## src/design/rse_pkg.sv

```systemverilog
// Shared types, codes and constants of the postfix expression evaluator.
package rse_pkg;

   localparam int DATA_W          = 32;
   localparam int WIDE_W          = 64;
   localparam int STACK_DEPTH_DEF = 32;
   localparam int FRAC_BITS_DEF   = 16;

   // token codes (code 7 is unused and treated as a bad character)
   typedef enum logic [2:0] {
      CMD_PUSH = 3'd0,
      CMD_ADD  = 3'd1,
      CMD_SUB  = 3'd2,
      CMD_MUL  = 3'd3,
      CMD_DIV  = 3'd4,
      CMD_END  = 3'd5,
      CMD_BAD  = 3'd6
   } cmd_type;

   // result kinds
   typedef enum logic [1:0] {
      KIND_NONE    = 2'd0,
      KIND_INTER   = 2'd1,
      KIND_FINAL   = 2'd2,
      KIND_INVALID = 2'd3
   } kind_type;

   // error codes
   typedef enum logic [2:0] {
      ERR_NONE      = 3'd0,
      ERR_UNDERFLOW = 3'd1,
      ERR_DIVZERO   = 3'd2,
      ERR_BADCHAR   = 3'd3,
      ERR_EMPTY     = 3'd4,
      ERR_LEFTOVER  = 3'd5,
      ERR_OVERFLOW  = 3'd6
   } err_type;

   // sequencer to arithmetic unit
   typedef struct packed {
      logic    start;
      cmd_type op;
   } alu_req_type;

   // arithmetic unit to sequencer
   typedef struct packed {
      logic              done;
      logic [DATA_W-1:0] result;
   } alu_rsp_type;

endpackage

```

## src/design/rse_stack.sv

```systemverilog
// Operand stack memory: one write port, one registered read port.
module rse_stack #(
   parameter int STACK_DEPTH = rse_pkg::STACK_DEPTH_DEF
) (
   input  logic                           clock,
   input  logic                           wr_en,
   input  logic [$clog2(STACK_DEPTH)-1:0] wr_addr,
   input  logic [rse_pkg::DATA_W-1:0]     wr_data,
   input  logic [$clog2(STACK_DEPTH)-1:0] rd_addr,
   output logic [rse_pkg::DATA_W-1:0]     rd_data
);
   import rse_pkg::*;

   logic [DATA_W-1:0] mem_ff [STACK_DEPTH];
   logic [DATA_W-1:0] rd_data_ff;

   // write port
   always_ff @(posedge clock) begin
      if (wr_en) begin
         mem_ff[wr_addr] <= wr_data;
      end
   end

   // registered read port
   always_ff @(posedge clock) begin
      rd_data_ff <= mem_ff[rd_addr];
   end

   assign rd_data = rd_data_ff;

endmodule

```

## src/design/rse_alu.sv

```systemverilog
// Shared iterative arithmetic unit: add, subtract, multiply, divide with saturation.
module rse_alu #(
   parameter int FRAC_BITS = rse_pkg::FRAC_BITS_DEF
) (
   input  logic                       clock,
   input  logic                       reset,
   input  rse_pkg::alu_req_type       alu_req,
   input  logic [rse_pkg::DATA_W-1:0] left,
   input  logic [rse_pkg::DATA_W-1:0] right,
   output rse_pkg::alu_rsp_type       alu_rsp
);
   import rse_pkg::*;

   // quotient width: |left| shifted up by the fraction bits
   localparam int QW = DATA_W + FRAC_BITS;
   localparam int CW = $clog2(QW);
   localparam logic [CW-1:0] LAST_STEP = CW'(QW - 1);
   localparam logic signed [WIDE_W-1:0] BIAS =
      (WIDE_W'(1) << FRAC_BITS) - WIDE_W'(1);

   typedef enum logic [2:0] {
      A_IDLE,
      A_ADD,
      A_MUL,
      A_SHIFT,
      A_DIV,
      A_SIGN,
      A_SAT
   } alu_state_type;

   alu_state_type             state_ff;
   cmd_type                   op_ff;
   logic signed [DATA_W-1:0]  l_ff;
   logic signed [DATA_W-1:0]  r_ff;
   logic signed [WIDE_W-1:0]  wide_ff;
   logic [QW-1:0]             quo_ff;
   logic [DATA_W-1:0]         rem_ff;
   logic [DATA_W-1:0]         dvs_ff;
   logic [CW-1:0]             cnt_ff;
   logic                      neg_ff;
   logic [DATA_W-1:0]         result_ff;
   logic                      done_ff;

   logic [DATA_W-1:0]         mag_l;
   logic [DATA_W-1:0]         mag_r;
   logic [DATA_W:0]           trial;
   logic [DATA_W:0]           diff;
   logic                      fits;
   logic signed [WIDE_W-1:0]  biased;
   logic signed [WIDE_W-1:0]  shifted;
   logic [WIDE_W-1:0]         quo_wide;
   logic                      over_pos;
   logic                      over_neg;
   logic [DATA_W-1:0]         sat_val;

   // operand magnitudes for the divider
   assign mag_l = left[DATA_W-1]  ? (~left + DATA_W'(1))  : left;
   assign mag_r = right[DATA_W-1] ? (~right + DATA_W'(1)) : right;

   // one restoring divide step
   assign trial = {rem_ff, quo_ff[QW-1]};
   assign diff  = trial - {1'b0, dvs_ff};
   assign fits  = (trial >= {1'b0, dvs_ff});

   // product scaling, truncated toward zero
   assign biased  = wide_ff + (wide_ff[WIDE_W-1] ? BIAS : '0);
   assign shifted = biased >>> FRAC_BITS;

   assign quo_wide = {{(WIDE_W-QW){1'b0}}, quo_ff};

   // saturate the wide result to 32 bits
   assign over_pos = !wide_ff[WIDE_W-1] && (wide_ff[WIDE_W-2:DATA_W-1] != '0);
   assign over_neg =  wide_ff[WIDE_W-1] && (wide_ff[WIDE_W-2:DATA_W-1] != '1);

   always_comb begin
      priority if (over_pos) begin
         sat_val = {1'b0, {(DATA_W-1){1'b1}}};
      end else if (over_neg) begin
         sat_val = {1'b1, {(DATA_W-1){1'b0}}};
      end else begin
         sat_val = wide_ff[DATA_W-1:0];
      end
   end

   // sequencer of the unit
   always_ff @(posedge clock) begin
      if (reset) begin
         state_ff <= A_IDLE;
         done_ff  <= 1'b0;
      end else begin
         // done pulses for one cycle after the saturation step
         done_ff <= (state_ff == A_SAT);
         unique case (state_ff)
            A_IDLE: begin
               if (alu_req.start) begin
                  op_ff  <= alu_req.op;
                  l_ff   <= left;
                  r_ff   <= right;
                  quo_ff <= {mag_l, {FRAC_BITS{1'b0}}};
                  rem_ff <= '0;
                  dvs_ff <= mag_r;
                  cnt_ff <= '0;
                  neg_ff <= left[DATA_W-1] ^ right[DATA_W-1];
                  unique case (alu_req.op)
                     CMD_ADD, CMD_SUB: state_ff <= A_ADD;
                     CMD_MUL:          state_ff <= A_MUL;
                     CMD_DIV:          state_ff <= A_DIV;
                     default:          state_ff <= A_IDLE;
                  endcase
               end
            end
            A_ADD: begin
               if (op_ff == CMD_SUB) begin
                  wide_ff <= {{DATA_W{l_ff[DATA_W-1]}}, l_ff}
                           - {{DATA_W{r_ff[DATA_W-1]}}, r_ff};
               end else begin
                  wide_ff <= {{DATA_W{l_ff[DATA_W-1]}}, l_ff}
                           + {{DATA_W{r_ff[DATA_W-1]}}, r_ff};
               end
               state_ff <= A_SAT;
            end
            A_MUL: begin
               wide_ff  <= l_ff * r_ff;
               state_ff <= A_SHIFT;
            end
            A_SHIFT: begin
               wide_ff  <= shifted;
               state_ff <= A_SAT;
            end
            A_DIV: begin
               rem_ff <= fits ? diff[DATA_W-1:0] : trial[DATA_W-1:0];
               quo_ff <= {quo_ff[QW-2:0], fits};
               cnt_ff <= cnt_ff + CW'(1);
               if (cnt_ff == LAST_STEP) begin
                  state_ff <= A_SIGN;
               end
            end
            A_SIGN: begin
               wide_ff  <= neg_ff ? (~quo_wide + WIDE_W'(1)) : quo_wide;
               state_ff <= A_SAT;
            end
            A_SAT: begin
               result_ff <= sat_val;
               state_ff  <= A_IDLE;
            end
            default: state_ff <= A_IDLE;
         endcase
      end
   end

   assign alu_rsp.done   = done_ff;
   assign alu_rsp.result = result_ff;

endmodule

```

## src/design/rpn_stack_evaluator_top.sv

```systemverilog
// Top level of the postfix expression evaluator: token sequencer, stack and arithmetic unit.
//
//   channel | dir | tdata                          | tuser
//   req_    | in  | [31:0] operand                 | [2:0] cmd
//   rsp_    | out | [31:0] value, [34:32] err code | [1:0] kind
//
// One token at a time; req_tready is high only while the sequencer is idle.
// Push, end, bad and underflowing tokens skip the arithmetic unit; a zero
// divisor is found once the right operand is read, before the unit starts.
// Add, subtract, multiply and divide run in the shared arithmetic unit, which
// divides at one quotient bit per cycle.
// A finished result waits in the output register; the next token is accepted
// meanwhile and stalls only when its own result finds that register full.
// Reset is synchronous and empties the stack and the error latch.
module rpn_stack_evaluator_top #(
   parameter int STACK_DEPTH = rse_pkg::STACK_DEPTH_DEF,
   parameter int FRAC_BITS   = rse_pkg::FRAC_BITS_DEF
) (
   input  logic        clock,
   input  logic        reset,
   input  logic        req_tvalid,
   output logic        req_tready,
   input  logic [31:0] req_tdata,   // [31:0] operand
   input  logic [2:0]  req_tuser,   // [2:0] cmd
   output logic        rsp_tvalid,
   input  logic        rsp_tready,
   output logic [39:0] rsp_tdata,   // [31:0] value, [34:32] error_code, [39:35] zero
   output logic [1:0]  rsp_tuser    // [1:0] kind
);
   import rse_pkg::*;

   localparam int AW   = $clog2(STACK_DEPTH);
   localparam int CNTW = $clog2(STACK_DEPTH + 1);
   localparam logic [CNTW-1:0] DEPTH_CNT = CNTW'(STACK_DEPTH);

   typedef enum logic [2:0] {
      S_IDLE,
      S_RIGHT,
      S_LEFT,
      S_ALU,
      S_FINAL,
      S_EMIT
   } seq_state_type;

   seq_state_type     state_ff;
   cmd_type           cmd_ff;
   logic [CNTW-1:0]   count_ff;
   logic              err_seen_ff;
   err_type           first_err_ff;
   logic [DATA_W-1:0] right_ff;
   kind_type          pend_kind_ff;
   logic [DATA_W-1:0] pend_value_ff;
   err_type           pend_err_ff;
   logic              rsp_valid_ff;
   kind_type          rsp_kind_ff;
   logic [DATA_W-1:0] rsp_value_ff;
   err_type           rsp_err_ff;

   cmd_type           cmd_in;
   logic              req_fire;
   logic [AW-1:0]     top_idx;
   logic              stk_wr_en;
   logic [AW-1:0]     stk_wr_addr;
   logic [DATA_W-1:0] stk_wr_data;
   logic [AW-1:0]     stk_rd_addr;
   logic [DATA_W-1:0] stk_rd_data;
   logic              div_zero;
   alu_req_type       alu_req;
   alu_rsp_type       alu_rsp;

   assign cmd_in     = cmd_type'(req_tuser);
   assign req_tready = (state_ff == S_IDLE);
   assign req_fire   = req_tvalid && req_tready;
   assign top_idx    = count_ff[AW-1:0] - AW'(1);
   assign div_zero   = (cmd_ff == CMD_DIV) && (right_ff == '0);

   // stack read address: top first, then the one below; entry 0 for end
   always_comb begin
      unique case (state_ff)
         S_IDLE:  stk_rd_addr = (cmd_in == CMD_END) ? '0 : top_idx;
         S_RIGHT: stk_rd_addr = top_idx - AW'(1);
         default: stk_rd_addr = '0;
      endcase
   end

   // stack writes: pushes and operator results
   always_comb begin
      stk_wr_en   = 1'b0;
      stk_wr_addr = count_ff[AW-1:0];
      stk_wr_data = req_tdata;
      if (req_fire && (cmd_in == CMD_PUSH) && !err_seen_ff && (count_ff < DEPTH_CNT)) begin
         stk_wr_en = 1'b1;
      end else if ((state_ff == S_ALU) && alu_rsp.done) begin
         stk_wr_en   = 1'b1;
         stk_wr_addr = top_idx - AW'(1);
         stk_wr_data = alu_rsp.result;
      end
   end

   // start the arithmetic unit once both operands are read
   assign alu_req.start = (state_ff == S_LEFT) && !div_zero;
   assign alu_req.op    = cmd_ff;

   rse_stack #(
      .STACK_DEPTH (STACK_DEPTH)
   ) u_stack (
      .clock   (clock),
      .wr_en   (stk_wr_en),
      .wr_addr (stk_wr_addr),
      .wr_data (stk_wr_data),
      .rd_addr (stk_rd_addr),
      .rd_data (stk_rd_data)
   );

   rse_alu #(
      .FRAC_BITS (FRAC_BITS)
   ) u_alu (
      .clock   (clock),
      .reset   (reset),
      .alu_req (alu_req),
      .left    (stk_rd_data),
      .right   (right_ff),
      .alu_rsp (alu_rsp)
   );

   // token sequencer and output register
   always_ff @(posedge clock) begin
      if (reset) begin
         state_ff     <= S_IDLE;
         count_ff     <= '0;
         err_seen_ff  <= 1'b0;
         first_err_ff <= ERR_NONE;
         rsp_valid_ff <= 1'b0;
      end else begin
         // taken item leaves; S_EMIT refills the register itself
         if (rsp_valid_ff && rsp_tready && (state_ff != S_EMIT)) begin
            rsp_valid_ff <= 1'b0;
         end
         unique case (state_ff)
            S_IDLE: begin
               if (req_fire) begin
                  cmd_ff        <= cmd_in;
                  pend_value_ff <= '0;
                  if (cmd_in == CMD_END) begin
                     count_ff     <= '0;
                     err_seen_ff  <= 1'b0;
                     first_err_ff <= ERR_NONE;
                     priority if (err_seen_ff) begin
                        pend_kind_ff <= KIND_INVALID;
                        pend_err_ff  <= first_err_ff;
                        state_ff     <= S_EMIT;
                     end else if (count_ff == '0) begin
                        pend_kind_ff <= KIND_INVALID;
                        pend_err_ff  <= ERR_EMPTY;
                        state_ff     <= S_EMIT;
                     end else if (count_ff > CNTW'(1)) begin
                        pend_kind_ff <= KIND_INVALID;
                        pend_err_ff  <= ERR_LEFTOVER;
                        state_ff     <= S_EMIT;
                     end else begin
                        pend_kind_ff <= KIND_NONE;
                        pend_err_ff  <= ERR_NONE;
                        state_ff     <= S_FINAL;
                     end
                  end else begin
                     pend_kind_ff <= KIND_NONE;
                     pend_err_ff  <= ERR_NONE;
                     if (err_seen_ff) begin
                        state_ff <= S_EMIT;
                     end else begin
                        unique case (cmd_in)
                           CMD_PUSH: begin
                              state_ff <= S_EMIT;
                              if (count_ff >= DEPTH_CNT) begin
                                 err_seen_ff  <= 1'b1;
                                 first_err_ff <= ERR_OVERFLOW;
                              end else begin
                                 count_ff <= count_ff + CNTW'(1);
                              end
                           end
                           CMD_ADD, CMD_SUB, CMD_MUL, CMD_DIV: begin
                              if (count_ff < CNTW'(2)) begin
                                 err_seen_ff  <= 1'b1;
                                 first_err_ff <= ERR_UNDERFLOW;
                                 state_ff     <= S_EMIT;
                              end else begin
                                 state_ff <= S_RIGHT;
                              end
                           end
                           default: begin
                              err_seen_ff  <= 1'b1;
                              first_err_ff <= ERR_BADCHAR;
                              state_ff     <= S_EMIT;
                           end
                        endcase
                     end
                  end
               end
            end
            S_RIGHT: begin
               right_ff <= stk_rd_data;
               state_ff <= S_LEFT;
            end
            S_LEFT: begin
               if (div_zero) begin
                  err_seen_ff  <= 1'b1;
                  first_err_ff <= ERR_DIVZERO;
                  state_ff     <= S_EMIT;
               end else begin
                  state_ff <= S_ALU;
               end
            end
            S_ALU: begin
               if (alu_rsp.done) begin
                  count_ff      <= count_ff - CNTW'(1);
                  pend_kind_ff  <= KIND_INTER;
                  pend_value_ff <= alu_rsp.result;
                  state_ff      <= S_EMIT;
               end
            end
            S_FINAL: begin
               pend_kind_ff  <= KIND_FINAL;
               pend_value_ff <= stk_rd_data;
               state_ff      <= S_EMIT;
            end
            S_EMIT: begin
               if (!rsp_valid_ff || rsp_tready) begin
                  rsp_valid_ff <= 1'b1;
                  rsp_kind_ff  <= pend_kind_ff;
                  rsp_value_ff <= pend_value_ff;
                  rsp_err_ff   <= pend_err_ff;
                  state_ff     <= S_IDLE;
               end
            end
            default: state_ff <= S_IDLE;
         endcase
      end
   end

   assign rsp_tvalid = rsp_valid_ff;
   assign rsp_tdata  = {5'b0, rsp_err_ff, rsp_value_ff};
   assign rsp_tuser  = rsp_kind_ff;

`ifndef SYNTH
   // stack fill never exceeds its depth
   a_count_bound: assert property (@(posedge clock) disable iff (reset)
      count_ff <= DEPTH_CNT)
      else $error("stack count beyond depth");

   // an end token leaves an empty stack and a clear error latch
   a_end_clears: assert property (@(posedge clock) disable iff (reset)
      (req_fire && (cmd_in == CMD_END)) |=> ((count_ff == '0) && !err_seen_ff))
      else $error("end token did not clear the stack");

   // an error code goes out with an invalid result and only then
   a_err_kind: assert property (@(posedge clock) disable iff (reset)
      rsp_valid_ff |-> ((rsp_kind_ff == KIND_INVALID) == (rsp_err_ff != ERR_NONE)))
      else $error("error code and result kind disagree");

   // results without a value carry zero
   a_zero_value: assert property (@(posedge clock) disable iff (reset)
      (rsp_valid_ff && ((rsp_kind_ff == KIND_NONE) || (rsp_kind_ff == KIND_INVALID)))
      |-> (rsp_value_ff == '0))
      else $error("nonzero value on a result without one");
`endif

endmodule
```

## config.mk

```make
export PLATFORM = sky130hd
export DESIGN_NAME = rpn_stack_evaluator_top
export DESIGN_NICKNAME = d
export VERILOG_FILES = /design/src/design/rse_pkg.sv /design/src/design/rse_stack.sv /design/src/design/rse_alu.sv /design/src/design/rpn_stack_evaluator_top.sv
export SDC_FILE = /design/constraint.sdc
export NUM_CORES = 2
export LEC_CHECK = 0
export ABC_AREA = 0
export BUFFER_PORTS_ARGS = -buffer_cell sky130_fd_sc_hd__buf_2
export CELL_PAD_IN_SITES_DETAIL_PLACEMENT = 1
export CELL_PAD_IN_SITES_GLOBAL_PLACEMENT = 1
export CORE_ASPECT_RATIO = 0.8
export CORE_MARGIN = 5
export CORE_UTILIZATION = 51
export CTS_CLUSTER_SIZE = 28
export DETAILED_ROUTE_END_ITERATION = 10
export PLACE_DENSITY_LB_ADDON = 0.05
export SLEW_MARGIN = 20
export SYNTH_ARGS = -nofsm -noshare
export SYNTH_HDL_FRONTEND = slang
export SYNTH_SLANG_ARGS = --single-unit
```

## constraint.sdc

```tcl
create_clock -name clock -period 23.6 [get_ports clock]
set_clock_uncertainty 0.15 [all_clocks]
set_input_delay 4.72 -clock clock [delete_from_list [all_inputs] [get_ports clock]]
set_output_delay 4.72 -clock clock [all_outputs]
set_load 0.02 [all_outputs]
```

==> After elaboration in Yosys (flattened, before gate mapping) <==
Memories as Yosys holds them, arrays and structs flattened. A register that Yosys moved wholly into a read port is not among the register bits.
Cells that the tools add are included.
{ "word_totals": {"reg_bits": 409, "ram_bits": 1024, "input_bits": 39, "out_inout_bits": 44, "word_cells": 207, "n_memories": 1} }
{ "mem_list": {"columns": ["memory", "depth", "word_bits", "rd", "rd_clocked_by_memory_dff", "write_ports", "line", "text"], "rows": [
  ["u_stack.mem_ff", 32, 32, 1, 1, 1, "rse_stack.sv:14", "logic [DATA_W-1:0] mem_ff [STACK_DEPTH];"]
]} }
{ "op_classes": {"add_sub_neg": 12, "mul": 1, "magnitude_cmp": 5, "n_eq_ne": 35, "n_mux": 79, "bitwise": 5, "n_reduce_logical": 43} }
{ "op_table": {"columns": ["cell", "n"], "rows": [
  ["32-bit two-way mux", 8],
  ["64-bit case mux with 4 select lines", 1],
  ["64-bit two-way mux", 2],
  ["32-bit case mux with 3 select lines", 1],
  ["48-bit case mux with 2 select lines", 1],
  ["32-bit by 1-bit adder with 32-bit output, second input constant", 2],
  ["64-bit by 1-bit adder with 64-bit output, second input constant", 1],
  ["64-bit adder", 1],
  ["32-bit by 32-bit multiplier with 64-bit output", 1],
  ["32-bit NOT", 2],
  ["48-bit NOT with 64-bit output", 1],
  ["32-bit case mux with 2 select lines", 1],
  ["3-bit two-way mux", 19],
  ["48-bit two-way mux", 1],
  ["6-bit two-way mux", 7],
  ["32-bit by 32-bit adder with 33-bit output", 1],
  ["33-bit by 32-bit >= comparator with 1-bit output", 1],
  ["32-bit by 32-bit subtractor with 33-bit output", 1],
  ["32-bit zero test", 1],
  ["32-bit inequality test, second input constant", 1],
  ["32-bit nonzero test", 1],
  ["32-bit subtractor", 1],
  ["31-bit two-way mux", 1],
  ["3-bit by 2-bit == test with 1-bit output, second input constant", 9],
  ["other kinds (46)", 114]
]} }

==> Logic depth before layout (Yosys ltp) <==
{ "depth": {"depth_word": 8, "depth_mapped": 29, "ltp_nobuf": 27} }

==> Cells and area by module <==
Synthesis repeated with hierarchy kept, for this count alone.
{ "hier_totals": {"cells_unflattened": 8377, "area_unflattened_um2": 100669.0} }
{ "modules_own_cells": {"columns": ["module", "n_inst", "cells_per_inst", "area_per_inst_um2", "seq_area_each_um2"], "rows": [
  ["rse_alu", 1, 5731, 54697.5, 8518.2],
  ["rse_stack", 1, 2260, 40487.6, 31390.1],
  ["rpn_stack_evaluator_top", 1, 386, 5484.0, 3553.4]
]} }

==> Worst setup path before layout <==
OpenSTA, ideal clock, no wires.
{ "synth_timing": {"path_type": "input -> register", "startpoint": "input port reset", "endpoint": "register u_alu.dvs_ff[0], enable pin", "setup_ns": 0.678, "arrival_ns": 11.949, "slack_ns": 10.823, "stages": 3, "path_cell_list": "clkbuf_1 -> or3_1 -> nor3_1"} }
{ "synth_via": {"elab_chain_cells": 2} }
{ "synth_rtl": {"columns": ["item", "line", "text"], "rows": [
  ["start, declared", "rpn_stack_evaluator_top.sv:20", "input logic reset,"],
  ["1-bit NOT (no source line)", null, null],
  ["3-bit AND reduction (no source line)", null, null],
  ["end signal, assigned", "rse_alu.sv:101", "dvs_ff <= mag_r;"],
  ["end, declared", "rse_alu.sv:38", "logic [DATA_W-1:0] dvs_ff;"]
]} }
No other way between the ends.
A chain may end at the register's enable or synchronous reset.

==> Worst setup path in the final report <==
{ "layout_timing": {"startpoint": "input port req_tuser[2]", "endpoint": "register u_stack.rd_data_ff[30], in the netlist u_stack.rd_data[30] (read register of u_stack.mem_ff)"} }
{ "layout_via": {"elab_chain_cells": 3} }
{ "layout_rtl": {"columns": ["item", "line", "text"], "rows": [
  ["start, declared", "rpn_stack_evaluator_top.sv:24", "input logic [2:0] req_tuser,"],
  ["3-bit == test", "rpn_stack_evaluator_top.sv:80", "S_IDLE: stk_rd_addr = (cmd_in == CMD_END) ? '0 : top_idx;"],
  ["5-bit two-way mux", "rpn_stack_evaluator_top.sv:80", null],
  ["5-bit case mux with 2 select lines", "rpn_stack_evaluator_top.sv:79", "unique case (state_ff)"],
  ["end, declared", "rse_stack.sv:15", "logic [DATA_W-1:0] rd_data_ff;"]
]} }
No other way between the ends.

==> results.json <==
{
  "postSynthCellCount": 8900,
  "hpwl_microns": 212000,
  "synth_top_flop_cell": "edfxtp_1",
  "cts_root_buf": "clkbuf_16",
  "insertion_delay_ns": 0.78,
  "synth-seq-cells": 1464,
  "num_io_pins": 83,
  "fin_crit_ns": 10.27,
  "area_growth_pct": 7.95,
  "core_sq_um": 197000,
  "grt_remaining_overflow": 0,
  "grt_max_degree": 186,
  "fmax_ghz": 0.0974,
  "ys_warn_count": 0,
  "synth-edff-count": 1414,
  "cts_resized": 0,
  "htreeDepth": 4,
  "setup-tns-final_ns": 0,
  "cts_setup_buffers": 0,
  "critPathMaxFanout": 79,
  "crit_top_cell": "buf_4",
  "multiInputGateArea_sq_um": 52000,
  "floorplan.initialDensity_pct": 51.1,
  "num_vias": 70000,
  "hold_depth": 0,
  "slew_headroom_pct": 22.6,
  "grt_pass1_wl_microns": 481000,
  "hold_violations": 0,
  "drt_wl_total_microns": 318000,
  "cts_hold_buf": 0,
  "worst_pin_slew_ns": 1.16,
  "end_kind": "flip-flop",
  "fp-row-count": 146,
  "hp-class": "reg2reg",
  "place.gp.congestion": 0.888,
  "final_area_sq_um": 109000,
  "antenna_found_initial": 8,
  "die_x_microns": 507,
  "cp_slowest_cell": "buf_4",
  "syn_avg_cell_area_sq_um": 11.3,
  "port_buffers": 77,
  "synthesis.area_sq_um": 101000,
  "final_layout_size_suffix_gt1_share_pct": 6.29,
  "fin_nets": 10100,
  "final_common_cell": "edfxtp_1",
  "grt_pass1_vias": 73900,
  "slew_viol_final": 0,
  "rsz0062_at_grt": "false",
  "fp.dieH_microns": 408,
  "firstDrtPassIters": 7,
  "drtAntennaViolNets": 0,
  "seqCellArea_sq_um": 43500,
  "cts_tree": "done",
  "crit_type": "in2reg",
  "fin_crit_sh_pct": 43.5,
  "required_ns": 24.06,
  "die_area_sq_um": 207000,
  "drt_iter0_drc": 7293,
  "vias_per_cell": 6.07,
  "drc_errors": 0,
  "setup_viol": 0,
  "slowest_delay_ns": 0.84,
  "fillCellCount": 20300,
  "status": "complete, no violations",
  "reg2regPathDepth": 25,
  "final_cell_mix": "1414 x edfxtp_1, 1301 x nand2_1, 1084 x fa_1",
  "seq_area_frac_synth_pct": 43.1,
  "cts_made_buffers": 144,
  "track_usage_pct": 30.8,
  "clock-sinks": 1464,
  "path_clk_slew_ns": 0.06,
  "worstPathArrival_ns": 10.73,
  "place_area_sq_um": 104000,
  "start_kind": "input pin",
  "crit_chain": "buf_2 -> nand2_1 -> nor2_1 -> nor3_1 -> a21oi_1 -> nor3_2 -> buf_4 -> buf_4 -> buf_4 -> buf_4 -> buf_4 -> a311oi_1 -> o311ai_0 -> o31ai_1",
  "async_reset_ff_share_pct": 0,
  "clockBufferDepth": 3,
  "synth_cell_types": 74,
  "routedWlPerCell_microns": 27.6,
  "maxCapViolCount": 0
}
registers in the layout, summed over array words and instances, names as in the netlist, 2 cells and up:
signal and cells:
u_stack.mem_ff 1024, u_alu.wide_ff 64, u_alu.quo_ff 48, pend_value_ff 32, right_ff 32, rsp_value_ff 32, u_alu.dvs_ff 32, u_alu.l_ff 32
u_alu.rem_ff 32, u_alu.result_ff 32, u_stack.rd_data 32, u_alu.r_ff 31, count_ff 6, u_alu.cnt_ff 6, cmd_ff 3, first_err_ff 3
pend_err_ff 3, rsp_err_ff 3, state_ff 3, u_alu.op_ff 3, u_alu.state_ff 3, pend_kind_ff 2, rsp_tuser 2
kinds of logic after synthesis:
logic type | count (synthesis) | synth area share (%)
multiplexers | 34 | 0.338
XOR/XNOR | 318 | 2.76
buffers and inverters | 1579 | 5.89
flip-flops | 1464 | 43.1
AND/OR/NAND/NOR | 2782 | 13.3
other | 1 | 0.00372
AO/OA/AOI/OAI | 1365 | 9.74
adder cells (fa/ha/maj) | 1357 | 24.9
layout make-up:
type	instances	area share (%)
flip-flops and latches	1464	39.9
repair buffers	251	1.59
well taps	2664	3.06
diodes	2	0.00459
clock inverters	69	0.610
clock buffers	196	3.62
multi-input cells	5861	47.7
inverters	1025	3.53
metrics by stage:
step | hold WS (ns) | worst slack, ns | cells | utilization [%]
floorplan | 0.250 | 10.82 | 8904 | -
global placement | 0.253 | 12.77 | 11300 | 52.8
detailed placement | 0.255 | 12.77 | 11300 | 52.8
CTS | 0.269 | 13.59 | 11500 | 55.1
global route | 0.279 | 13.11 | 11500 | 55.2
finish | 0.268 | 13.33 | 11500 | 55.2
critical path, delay by kind of cell:
| kind | cells | cell delay [ns] |
|---|---|---|
| buffers and inverters | 6 | 4.10 |
| AND/OR/NAND/NOR | 4 | 0.49 |
| AO/OA/AOI/OAI | 4 | 1.18 |
final timing paths:
check / startpoint / to / slack, ns
worst min-delay path: pend_value_ff[4] / rsp_value_ff[4] / 0.27
worst min register to register: pend_value_ff[4] / rsp_value_ff[4] / 0.27
worst max-delay path: req_tuser[2] / u_stack.rd_data[30] / 13.33
worst max register to register: u_alu.l_ff[24] / u_alu.wide_ff[56] / 14.03
Yosys cell counts, drive strengths merged, types with 50 or more instances:
| cell type | n | area [sq um] |
|---|---|---|
| a211oi | 278 | 2090 |
| a21o | 73 | 548 |
| a21oi | 179 | 896 |
| a311oi | 262 | 2330 |
| and2 | 790 | 4940 |
| clkbuf | 517 | 1940 |
| dfxtp | 50 | 1000 |
| edfxtp | 1414 | 42500 |
| fa | 1084 | 21700 |
| ha | 273 | 3420 |
| inv | 1024 | 3840 |
| nand2 | 1320 | 4950 |
| nand3 | 53 | 265 |
| nor2 | 238 | 893 |
| nor3 | 113 | 566 |
| o21a | 50 | 375 |
| o21ai | 199 | 996 |
| o31ai | 80 | 601 |
| or3 | 56 | 355 |
| xnor2 | 179 | 1570 |
| xor2 | 139 | 1220 |
per-layer routing:
layer | routed length, microns | track usage, %
met4 | 6780 | 6.59
met5 | 0 | 0
met3 | 25400 | 4.28
met1 | 146000 | 48.1
met2 | 140000 | 46.0
Power is not shown: default switching activity piles up to over one toggle a cycle in this logic, so the estimate is an artifact.
